**src/hdl/spq_pkg.sv**
```systemverilog
package spq_pkg;

    localparam int ITEM_W      = 32;
    localparam int KEY_W       = 32;
    localparam int STATUS_W    = 2;
    localparam int POS_W       = 4;
    localparam int COUNT_W     = 5;
    localparam int DEPTH_DEFAULT = 16;

    typedef enum logic {
        FUNC_INSERT = 1'b0,
        FUNC_POP    = 1'b1
    } func_t;

    typedef enum logic [STATUS_W-1:0] {
        STATUS_OK        = 2'd0,
        STATUS_OVERFLOW  = 2'd1,
        STATUS_UNDERFLOW = 2'd2
    } status_t;

    // one held entry
    typedef struct packed {
        logic signed [ITEM_W-1:0] item;
        logic signed [KEY_W-1:0]  key;
    } entry_t;

    // broadcast to every cell
    typedef struct packed {
        logic   ins;
        logic   pop;
        entry_t fresh;
    } cell_cmd_t;

endpackage

```
**src/hdl/spq_in_if.sv**
```systemverilog
interface spq_in_if;
    import spq_pkg::*;

    logic                     valid;
    logic                     ready;
    logic                     func;
    logic signed [ITEM_W-1:0] item_value;
    logic signed [KEY_W-1:0]  item_rank_key;

    modport source (output valid, output func, output item_value, output item_rank_key,
                    input ready);
    modport sink   (input valid, input func, input item_value, input item_rank_key,
                    output ready);
endinterface

```
**src/hdl/spq_out_if.sv**
```systemverilog
interface spq_out_if;
    import spq_pkg::*;

    logic                     valid;
    logic                     ready;
    logic [STATUS_W-1:0]      status;
    logic signed [ITEM_W-1:0] popped_item;
    logic [POS_W-1:0]         insert_position;
    logic signed [ITEM_W-1:0] front_item;
    logic signed [ITEM_W-1:0] back_item;
    logic [COUNT_W-1:0]       entry_count;

    modport source (output valid, output status, output popped_item, output insert_position,
                    output front_item, output back_item, output entry_count, input ready);
    modport sink   (input valid, input status, input popped_item, input insert_position,
                    input front_item, input back_item, input entry_count, output ready);
endinterface

```
**src/hdl/spq_cell.sv**
```systemverilog
module spq_cell (
    input  logic               clk,
    input  spq_pkg::cell_cmd_t cmd,
    input  logic               occupied,
    input  logic               left_le,
    input  spq_pkg::entry_t    left_entry,
    input  spq_pkg::entry_t    right_entry,
    output logic               le,
    output spq_pkg::entry_t    entry
);
    import spq_pkg::*;

    entry_t entry_reg;
    entry_t entry_next;

    // held key at or below the new key: this cell stays in front of it
    assign le    = occupied && ($signed(entry_reg.key) <= $signed(cmd.fresh.key));
    assign entry = entry_reg;

    always_comb
    begin
        entry_next = entry_reg;
        if (cmd.ins && !le)
        begin
            entry_next = left_le ? cmd.fresh : left_entry;
        end
        else if (cmd.pop)
        begin
            entry_next = right_entry;
        end
    end

    always_ff @(posedge clk)
    begin
        entry_reg <= entry_next;
    end

endmodule

```
**src/hdl/sorted_array_priority_queue.sv**
```systemverilog
// sorted priority queue built as a row of DEPTH cells, one entry per cell, kept in
// ascending key order with cell 0 at the front. an insert beat is broadcast to all
// cells at once: each cell compares its key with the new one, the cells holding a
// key at or below it stay put, the first cell past them takes the new entry and the
// rest shift one place back, so equal keys leave in arrival order. a pop shifts every
// cell one place forward. the cells update in the cycle a beat is accepted; its
// result then waits in the first stage until the output register is free, when
// the front and back cells are read in. a new beat is taken as soon as that result
// has moved into the output register, even while it waits there to be taken. an insert
// into a full queue reports overflow and a pop from an empty queue reports underflow
// with item zero; neither changes the contents. insert_position and entry_count wrap
// at their field widths when DEPTH is larger than they can show. entries past the
// count are never shown, so the cells need no clearing after reset.
module sorted_array_priority_queue #(
    parameter int DEPTH = spq_pkg::DEPTH_DEFAULT
) (
    input  logic      clk,
    input  logic      rst_n,
    spq_in_if.sink    req,
    spq_out_if.source rsp
);
    import spq_pkg::*;

    localparam int CW = $clog2(DEPTH + 1);   // count, holds DEPTH itself
    localparam int IW = $clog2(DEPTH);       // cell index

    // queue state
    logic [CW-1:0] count_reg;
    logic [CW-1:0] count_next;

    // result waiting for the output register
    logic                     pend_reg;
    status_t                  status_reg;
    logic signed [ITEM_W-1:0] popped_reg;
    logic [IW-1:0]            pos_reg;

    // output register
    logic                     out_valid_reg;
    logic [STATUS_W-1:0]      out_status_reg;
    logic signed [ITEM_W-1:0] out_popped_reg;
    logic [POS_W-1:0]         out_pos_reg;
    logic signed [ITEM_W-1:0] out_front_reg;
    logic signed [ITEM_W-1:0] out_back_reg;
    logic [COUNT_W-1:0]       out_count_reg;

    logic          accept;
    logic          full;
    logic          empty;
    logic          is_pop;
    logic          load_out;
    cell_cmd_t     cmd;
    logic [DEPTH-1:0] le;
    logic [DEPTH-1:0] hit;
    logic [DEPTH-1:0] occupied;
    entry_t        cell_entry [DEPTH];
    logic [IW-1:0] pos;
    status_t       status;
    logic [CW-1:0] last;
    logic [IW-1:0] back_idx;
    logic [IW+POS_W-1:0] pos_ext;
    logic [CW+COUNT_W-1:0] count_ext;

    assign req.ready = !pend_reg;
    assign accept    = req.valid && req.ready;
    assign full      = (count_reg == CW'(DEPTH));
    assign empty     = (count_reg == '0);
    assign is_pop    = (req.func == FUNC_POP);

    // a rejected operation leaves the cells alone
    assign cmd.ins         = accept && !is_pop && !full;
    assign cmd.pop         = accept && is_pop && !empty;
    assign cmd.fresh.item  = req.item_value;
    assign cmd.fresh.key   = req.item_rank_key;

    // the row of cells
    for (genvar i = 0; i < DEPTH; i++)
    begin : g_cell
        assign occupied[i] = (CW'(i) < count_reg);

        spq_cell u_cell (
            .clk         (clk),
            .cmd         (cmd),
            .occupied    (occupied[i]),
            .left_le     ((i == 0) ? 1'b1 : le[(i == 0) ? 0 : i - 1]),
            .left_entry  (cell_entry[(i == 0) ? 0 : i - 1]),
            .right_entry (cell_entry[(i == DEPTH - 1) ? i : i + 1]),
            .le          (le[i]),
            .entry       (cell_entry[i])
        );

        // landing cell: first one whose key is above the new key, or first empty
        assign hit[i] = !le[i] && ((i == 0) ? 1'b1 : le[(i == 0) ? 0 : i - 1]);
    end

    // encode the landing cell, one hot whenever the queue is not full
    always_comb
    begin
        pos = '0;
        for (int i = 0; i < DEPTH; i++)
        begin
            if (hit[i])
            begin
                pos = pos | IW'(i);
            end
        end
    end

    always_comb
    begin
        status = STATUS_OK;
        if (!is_pop && full)
        begin
            status = STATUS_OVERFLOW;
        end
        else if (is_pop && empty)
        begin
            status = STATUS_UNDERFLOW;
        end
    end

    always_comb
    begin
        count_next = count_reg;
        if (cmd.ins)
        begin
            count_next = count_reg + 1'b1;
        end
        else if (cmd.pop)
        begin
            count_next = count_reg - 1'b1;
        end
    end

    always_ff @(posedge clk or negedge rst_n)
    begin
        if (!rst_n)
        begin
            count_reg <= '0;
        end
        else
        begin
            count_reg <= count_next;
        end
    end

    // first stage: status, popped item and landing rank of the accepted beat
    always_ff @(posedge clk or negedge rst_n)
    begin
        if (!rst_n)
        begin
            pend_reg <= 1'b0;
        end
        else if (accept)
        begin
            pend_reg <= 1'b1;
        end
        else if (load_out)
        begin
            pend_reg <= 1'b0;
        end
    end

    always_ff @(posedge clk)
    begin
        if (accept)
        begin
            status_reg <= status;
            popped_reg <= cmd.pop ? cell_entry[0].item : '0;
            pos_reg    <= cmd.ins ? pos : '0;
        end
    end

    // second stage: cells have settled, read front and back into the output register
    assign load_out  = pend_reg && (!out_valid_reg || rsp.ready);
    assign last      = count_reg - 1'b1;
    assign back_idx  = last[IW-1:0];
    assign pos_ext   = (IW + POS_W)'(pos_reg);
    assign count_ext = (CW + COUNT_W)'(count_reg);

    always_ff @(posedge clk or negedge rst_n)
    begin
        if (!rst_n)
        begin
            out_valid_reg <= 1'b0;
        end
        else if (load_out)
        begin
            out_valid_reg <= 1'b1;
        end
        else if (rsp.ready)
        begin
            out_valid_reg <= 1'b0;
        end
    end

    always_ff @(posedge clk)
    begin
        if (load_out)
        begin
            out_status_reg <= status_reg;
            out_popped_reg <= popped_reg;
            out_pos_reg    <= pos_ext[POS_W-1:0];
            out_front_reg  <= empty ? '0 : cell_entry[0].item;
            out_back_reg   <= empty ? '0 : cell_entry[back_idx].item;
            out_count_reg  <= count_ext[COUNT_W-1:0];
        end
    end

    assign rsp.valid           = out_valid_reg;
    assign rsp.status          = out_status_reg;
    assign rsp.popped_item     = out_popped_reg;
    assign rsp.insert_position = out_pos_reg;
    assign rsp.front_item      = out_front_reg;
    assign rsp.back_item       = out_back_reg;
    assign rsp.entry_count     = out_count_reg;

endmodule
```
**src/flat_wrapper.sv**
```systemverilog
// flat-port wrapper written by rule: the top's interface ports become plain ports
module sorted_array_priority_queue_flat import spq_pkg::*;
#(
    parameter int DEPTH = spq_pkg::DEPTH_DEFAULT
)
  (clk, rst_n, req_valid, req_func, req_item_value, req_item_rank_key, req_ready, rsp_valid, rsp_status, rsp_popped_item, rsp_insert_position, rsp_front_item, rsp_back_item, rsp_entry_count, rsp_ready);
  spq_in_if req_i ();
  spq_out_if rsp_i ();
  input  logic clk;
  input  logic rst_n;
  input wire logic [$bits(req_i.valid)-1:0] req_valid;
  input wire logic [$bits(req_i.func)-1:0] req_func;
  input wire logic [$bits(req_i.item_value)-1:0] req_item_value;
  input wire logic [$bits(req_i.item_rank_key)-1:0] req_item_rank_key;
  output wire logic [$bits(req_i.ready)-1:0] req_ready;
  output wire logic [$bits(rsp_i.valid)-1:0] rsp_valid;
  output wire logic [$bits(rsp_i.status)-1:0] rsp_status;
  output wire logic [$bits(rsp_i.popped_item)-1:0] rsp_popped_item;
  output wire logic [$bits(rsp_i.insert_position)-1:0] rsp_insert_position;
  output wire logic [$bits(rsp_i.front_item)-1:0] rsp_front_item;
  output wire logic [$bits(rsp_i.back_item)-1:0] rsp_back_item;
  output wire logic [$bits(rsp_i.entry_count)-1:0] rsp_entry_count;
  input wire logic [$bits(rsp_i.ready)-1:0] rsp_ready;
  assign req_i.valid = req_valid;
  assign req_i.func = req_func;
  assign req_i.item_value = req_item_value;
  assign req_i.item_rank_key = req_item_rank_key;
  assign req_ready = req_i.ready;
  assign rsp_valid = rsp_i.valid;
  assign rsp_status = rsp_i.status;
  assign rsp_popped_item = rsp_i.popped_item;
  assign rsp_insert_position = rsp_i.insert_position;
  assign rsp_front_item = rsp_i.front_item;
  assign rsp_back_item = rsp_i.back_item;
  assign rsp_entry_count = rsp_i.entry_count;
  assign rsp_i.ready = rsp_ready;
  sorted_array_priority_queue #(.DEPTH(DEPTH)) u_core (.clk(clk), .rst_n(rst_n), .req(req_i), .rsp(rsp_i));
endmodule
```
**config.mk**
```make
export PLATFORM = sky130hd
export DESIGN_NAME = sorted_array_priority_queue_flat
export DESIGN_NICKNAME = d
export VERILOG_FILES = /design/src/hdl/spq_pkg.sv /design/src/hdl/spq_in_if.sv /design/src/hdl/spq_out_if.sv /design/src/hdl/spq_cell.sv /design/src/hdl/sorted_array_priority_queue.sv /design/src/flat_wrapper.sv
export SDC_FILE = /design/constraint.sdc
export NUM_CORES = 2
export LEC_CHECK = 0
export BUFFER_PORTS_ARGS = -buffer_cell sky130_fd_sc_hd__buf_2
export CAP_MARGIN = 20
export CELL_PAD_IN_SITES_DETAIL_PLACEMENT = 1
export CELL_PAD_IN_SITES_GLOBAL_PLACEMENT = 1
export CORE_UTILIZATION = 52
export CTS_CLUSTER_DIAMETER = 200
export DETAILED_ROUTE_END_ITERATION = 10
export GPL_TIMING_DRIVEN = 0
export HOLD_SLACK_MARGIN = 0.06
export MAX_ROUTING_LAYER = met4
export PLACE_DENSITY_LB_ADDON = 0.1
export SYNTH_ARGS = -nofsm -noshare
export SYNTH_HDL_FRONTEND = slang
export SYNTH_SLANG_ARGS = --single-unit
```
**constraint.sdc**
```tcl
create_clock -name clk -period 8.4 [get_ports clk]
set_input_delay 1.68 -clock clk [delete_from_list [all_inputs] [get_ports clk]]
set_output_delay 1.68 -clock clk [all_outputs]
set_load 0.05 [all_outputs]
```
==> impl_metrics.py <==
metrics = {
    "run_status": {
        "status": "completed",
    },
    "power_and_ir_drop": {
        "p_leak_uw": 0.0317,
        "seqPwrFrac": 0.336,
        "pwr-share-clk": 0.231,
        "power.density_nw_per_um2": 321,
        "power.switching_uw": 10800,
        "power.total_uw": 25700,
        "p_int_uw": 14900,
        "comb_power_share": 0.434,
        "peakVddDrop_mv": 0.197,
        "swShare": 0.420,
    },
    "synthesis": {
        "ys_ff_latch": 1176,
        "syn-mean-instance-area_um2": 10.8,
        "synth_flop_cell": "edfxtp_1",
        "synth-seq-area-share": 0.494,
        "yosys_warnings": 0,
        "ys_types": 76,
        "async_reset_ff_frac": 0.00595,
        "synth_nets": 7219,
        "synth_top_area_share": 0.491,
        "synth-edff-count": 1169,
        "synth_area_um2": 71400,
        "yosysTopAreaCell": "edfxtp_1",
        "syn_inst": 6635,
        "synthTopCellsByArea": "edfxtp_1 49%, ha_1 9.0%, mux2i_1 8.7%",
    },
    "drt": {
        "wl_per_cell_um": 33.5,
        "drt_iter0_drc": 8525,
        "drtAntennaViolNets": 0,
        "num_vias": 62000,
        "first_pass_iters": 8,
        "vias_per_cell": 6.96,
        "drc": 0,
        "drt-total-wl_um": 298000,
    },
    "sta": {
        "finalCritPeriodShare": 0.873,
        "tns_ns": 0,
        "maxSlewViolCount": 0,
        "grt_setup_unrepaired": "no",
        "setup_viol_count_final": 0,
        "fin_crit_ns": 7.34,
        "skew_ns": 0.0325,
        "tightest_slew_ns": 1.26,
        "relSlewSlack": 0.161,
        "hold_viol_final": 0,
        "worst_slack_ns": 1.06,
        "fmax_ghz": 0.136,
    },
    "min_path": {
        "hp-class": "register to register",
        "min_to": "u_core.rsp.popped_item[28]",
        "whs_path_depth": 0,
        "holdCritStartpoint": "u_core.popped_reg[28]",
    },
    "clock_tree": {
        "clockBufferDepth": 3,
        "post_cts_buffers": 0,
        "cts_tree": "built",
        "clock_latency_ns": 0.80,
        "htreeDepth": 4,
        "cts_buffers": 139,
        "root_buffer": "clkbuf_16",
        "cts_resized": 0,
        "clkSlewWorstSetupHoldPaths_ns": 0.07,
        "cts.sinks": 1176,
        "postCtsHoldBufs": 0,
    },
    "run": {
        "drv_cap": 0,
    },
    "worst_setup_path": {
        "path_class": "primary input to register",
        "crit_path_max_fanout": 34,
        "crit_family": "simple AND/OR/NAND/NOR gates",
        "cp_common_cell": "buf_2",
        "crit_path_top_delay_cell": "nor4_1",
        "path_buf_inv": 8,
        "cp_data_required_time_ns": 8.85,
        "r2r_start": "u_core.count_reg[0]",
        "r2r-end": "u_core.g_cell[10].u_cell.entry[63]",
        "path_cells": "buf_2 > inv_1 > clkbuf_1 > buf_8 > ha_1 > nand4_1 > nor4_1 > a211oi_1 > nor2_1 > nand2_1 > buf_2 > buf_2 > buf_2 > nand2_4 > buf_12",
        "start_kind": "primary input",
        "slowest_delay_ns": 0.99,
        "crit_path_end_kind": "register",
        "r2r.worst_path.cells": 16,
        "ff2ff_setup_slack_ns": 1.28,
        "critPathArrivalTime_ns": 7.79,
    },
    "floorplan": {
        "core_area_um2": 136000,
        "dieHeight_um": 373,
        "io_pins": 178,
        "die_w_um": 373,
        "rows": 135,
        "initial_core_util": 0.526,
        "dieArea_um2": 139000,
    },
    "final_layout": {
        "largest_reg_flops": 1024,
        "postLayoutCellArea_um2": 80100,
        "nets": 7599,
        "drive_gt1_frac": 0.121,
        "finalNonFillerCells": 8915,
        "fillCellCount": 14700,
        "synthToLayoutAreaGrowth_pct": 12.2,
    },
    "placement": {
        "dp_hpwl_um": 220000,
        "routabilityCongestion": 0.980,
        "placedCellCount": 8650,
        "placed_cell_area_um2": 75800,
        "port_buffers": 177,
        "pre_cts_ws_ns": 0.721,
    },
    "grt": {
        "grt_pass1_vias": 62700,
        "track_usage": 0.432,
        "grt_start_max_net_pins": 64,
        "antenna_found_initial": 23,
        "grt_overflow": 0,
        "grt_pass1_wl_um": 428000,
    },
}
## cell usage in the layout, fill, tap and decap left out, types with 23 or more instances in the layout
| cell type | count |
|---|---|
| nand3_1 | 48 |
| nor3_1 | 27 |
| a21oi_1 | 1026 |
| mux2_2 | 97 |
| and2_1 | 71 |
| o21ai_0 | 407 |
| ha_1 | 515 |
| inv_1 | 67 |
| clkbuf_1 | 303 |
| mux2i_1 | 618 |
| nor2b_1 | 58 |
| clkbuf_16 | 144 |
| buf_2 | 330 |
| mux4_2 | 128 |
| a211oi_1 | 80 |
| buf_8 | 28 |
| nand4_1 | 110 |
| edfxtp_1 | 1169 |
| o211ai_1 | 23 |
| clkinv_1 | 29 |
| nand2_1 | 518 |
| nor2_1 | 911 |
| a21o_1 | 55 |
| a31oi_1 | 36 |
## per-stage QoR
stage / hold WS, ns / utilization
floorplan: 0.400 / -
global placement: 0.402 / 0.549
detailed placement: 0.406 / 0.558
CTS: 0.410 / 0.589
global route: 0.415 / 0.590
finish: 0.409 / 0.590
## synthesized netlist by cell type, types with 97 or more instances
| cell | count |
|---|---|
| a21oi_1 | 1026 |
| buf_2 | 150 |
| clkbuf_1 | 286 |
| edfxtp_1 | 1169 |
| ha_1 | 515 |
| mux2_2 | 97 |
| mux2i_1 | 618 |
| mux4_2 | 128 |
| nand2_1 | 523 |
| nand4_1 | 110 |
| nor2_1 | 913 |
| o21ai_0 | 410 |
## layer usage
metal,global-route usage,vias to the layer above,wire length (um)
met1,0.585,31600,122000
met4,0.222,0,17000
li1,-,25700,-
met2,0.603,4020,126000
met3,0.103,799,34000
met5,-,-,0
## cells by family (layout without fill, tap and decap cells)
kind of cell | after synthesis | count (layout) | synth area share
flip-flops | 1176 | 1176 | 0.494
buffers and inverters | 545 | 1022 | 0.0321
AO/OA/AOI/OAI | 1724 | 1724 | 0.132
other | 0 | 22 | 0
adder cells (fa/ha/maj) | 515 | 515 | 0.0902
AND/OR/NAND/NOR | 1827 | 1827 | 0.109
multiplexers | 843 | 843 | 0.142
XOR/XNOR | 5 | 5 | 0.000613
## power by group through the flow
stage	clock [uW]	sequential [uW]	combinational [uW]
3_5_place_dp	0	8700	10600
6_report	5940	8640	11200
4_1_cts	5930	8590	10700
2_1_floorplan	0	8910	6210
5_1_grt	6100	8700	11500
3_3_place_gp	0	8800	9930
## worst max path at each step
| stage | from | endpoint | depth (start not counted) |
|---|---|---|---|
| floorplan | req_item_rank_key[29] | u_core.g_cell[3].u_cell.entry[0] | 12 |
| global placement | req_item_rank_key[16] | u_core.g_cell[3].u_cell.entry[37] | 12 |
| detailed placement | req_item_rank_key[17] | u_core.g_cell[12].u_cell.entry[29] | 16 |
| CTS | req_item_rank_key[17] | u_core.g_cell[12].u_cell.entry[29] | 16 |
| global route | req_item_rank_key[31] | u_core.g_cell[5].u_cell.entry[22] | 15 |
| finish | req_item_rank_key[31] | u_core.g_cell[5].u_cell.entry[23] | 15 |
## worst reg2reg max path: cells and delay by family, from the launching register on
family | cells | cell delay (ns)
buffers and inverters | 10 | 4.75
adders and majority gates | 1 | 0.32
and+or+nand+nor | 4 | 0.92
DFF | 1 | 0.62
AOI/OAI and AO/OA | 1 | 0.20
## cell type report
type | instances | area [um^2] | area share
timing repair buffer | 239 | 2020 | 0.0253
buffer | 474 | 2050 | 0.0255
clock inverter | 60 | 495 | 0.00618
sequential | 1176 | 35300 | 0.440
multi-input combinational | 4914 | 34000 | 0.424
antenna | 22 | 55.1 | 0.000687
tap | 1781 | 2230 | 0.0278
clock buffer | 178 | 3730 | 0.0466
inverter | 71 | 267 | 0.00333
(Power assumes the default switching activity.)
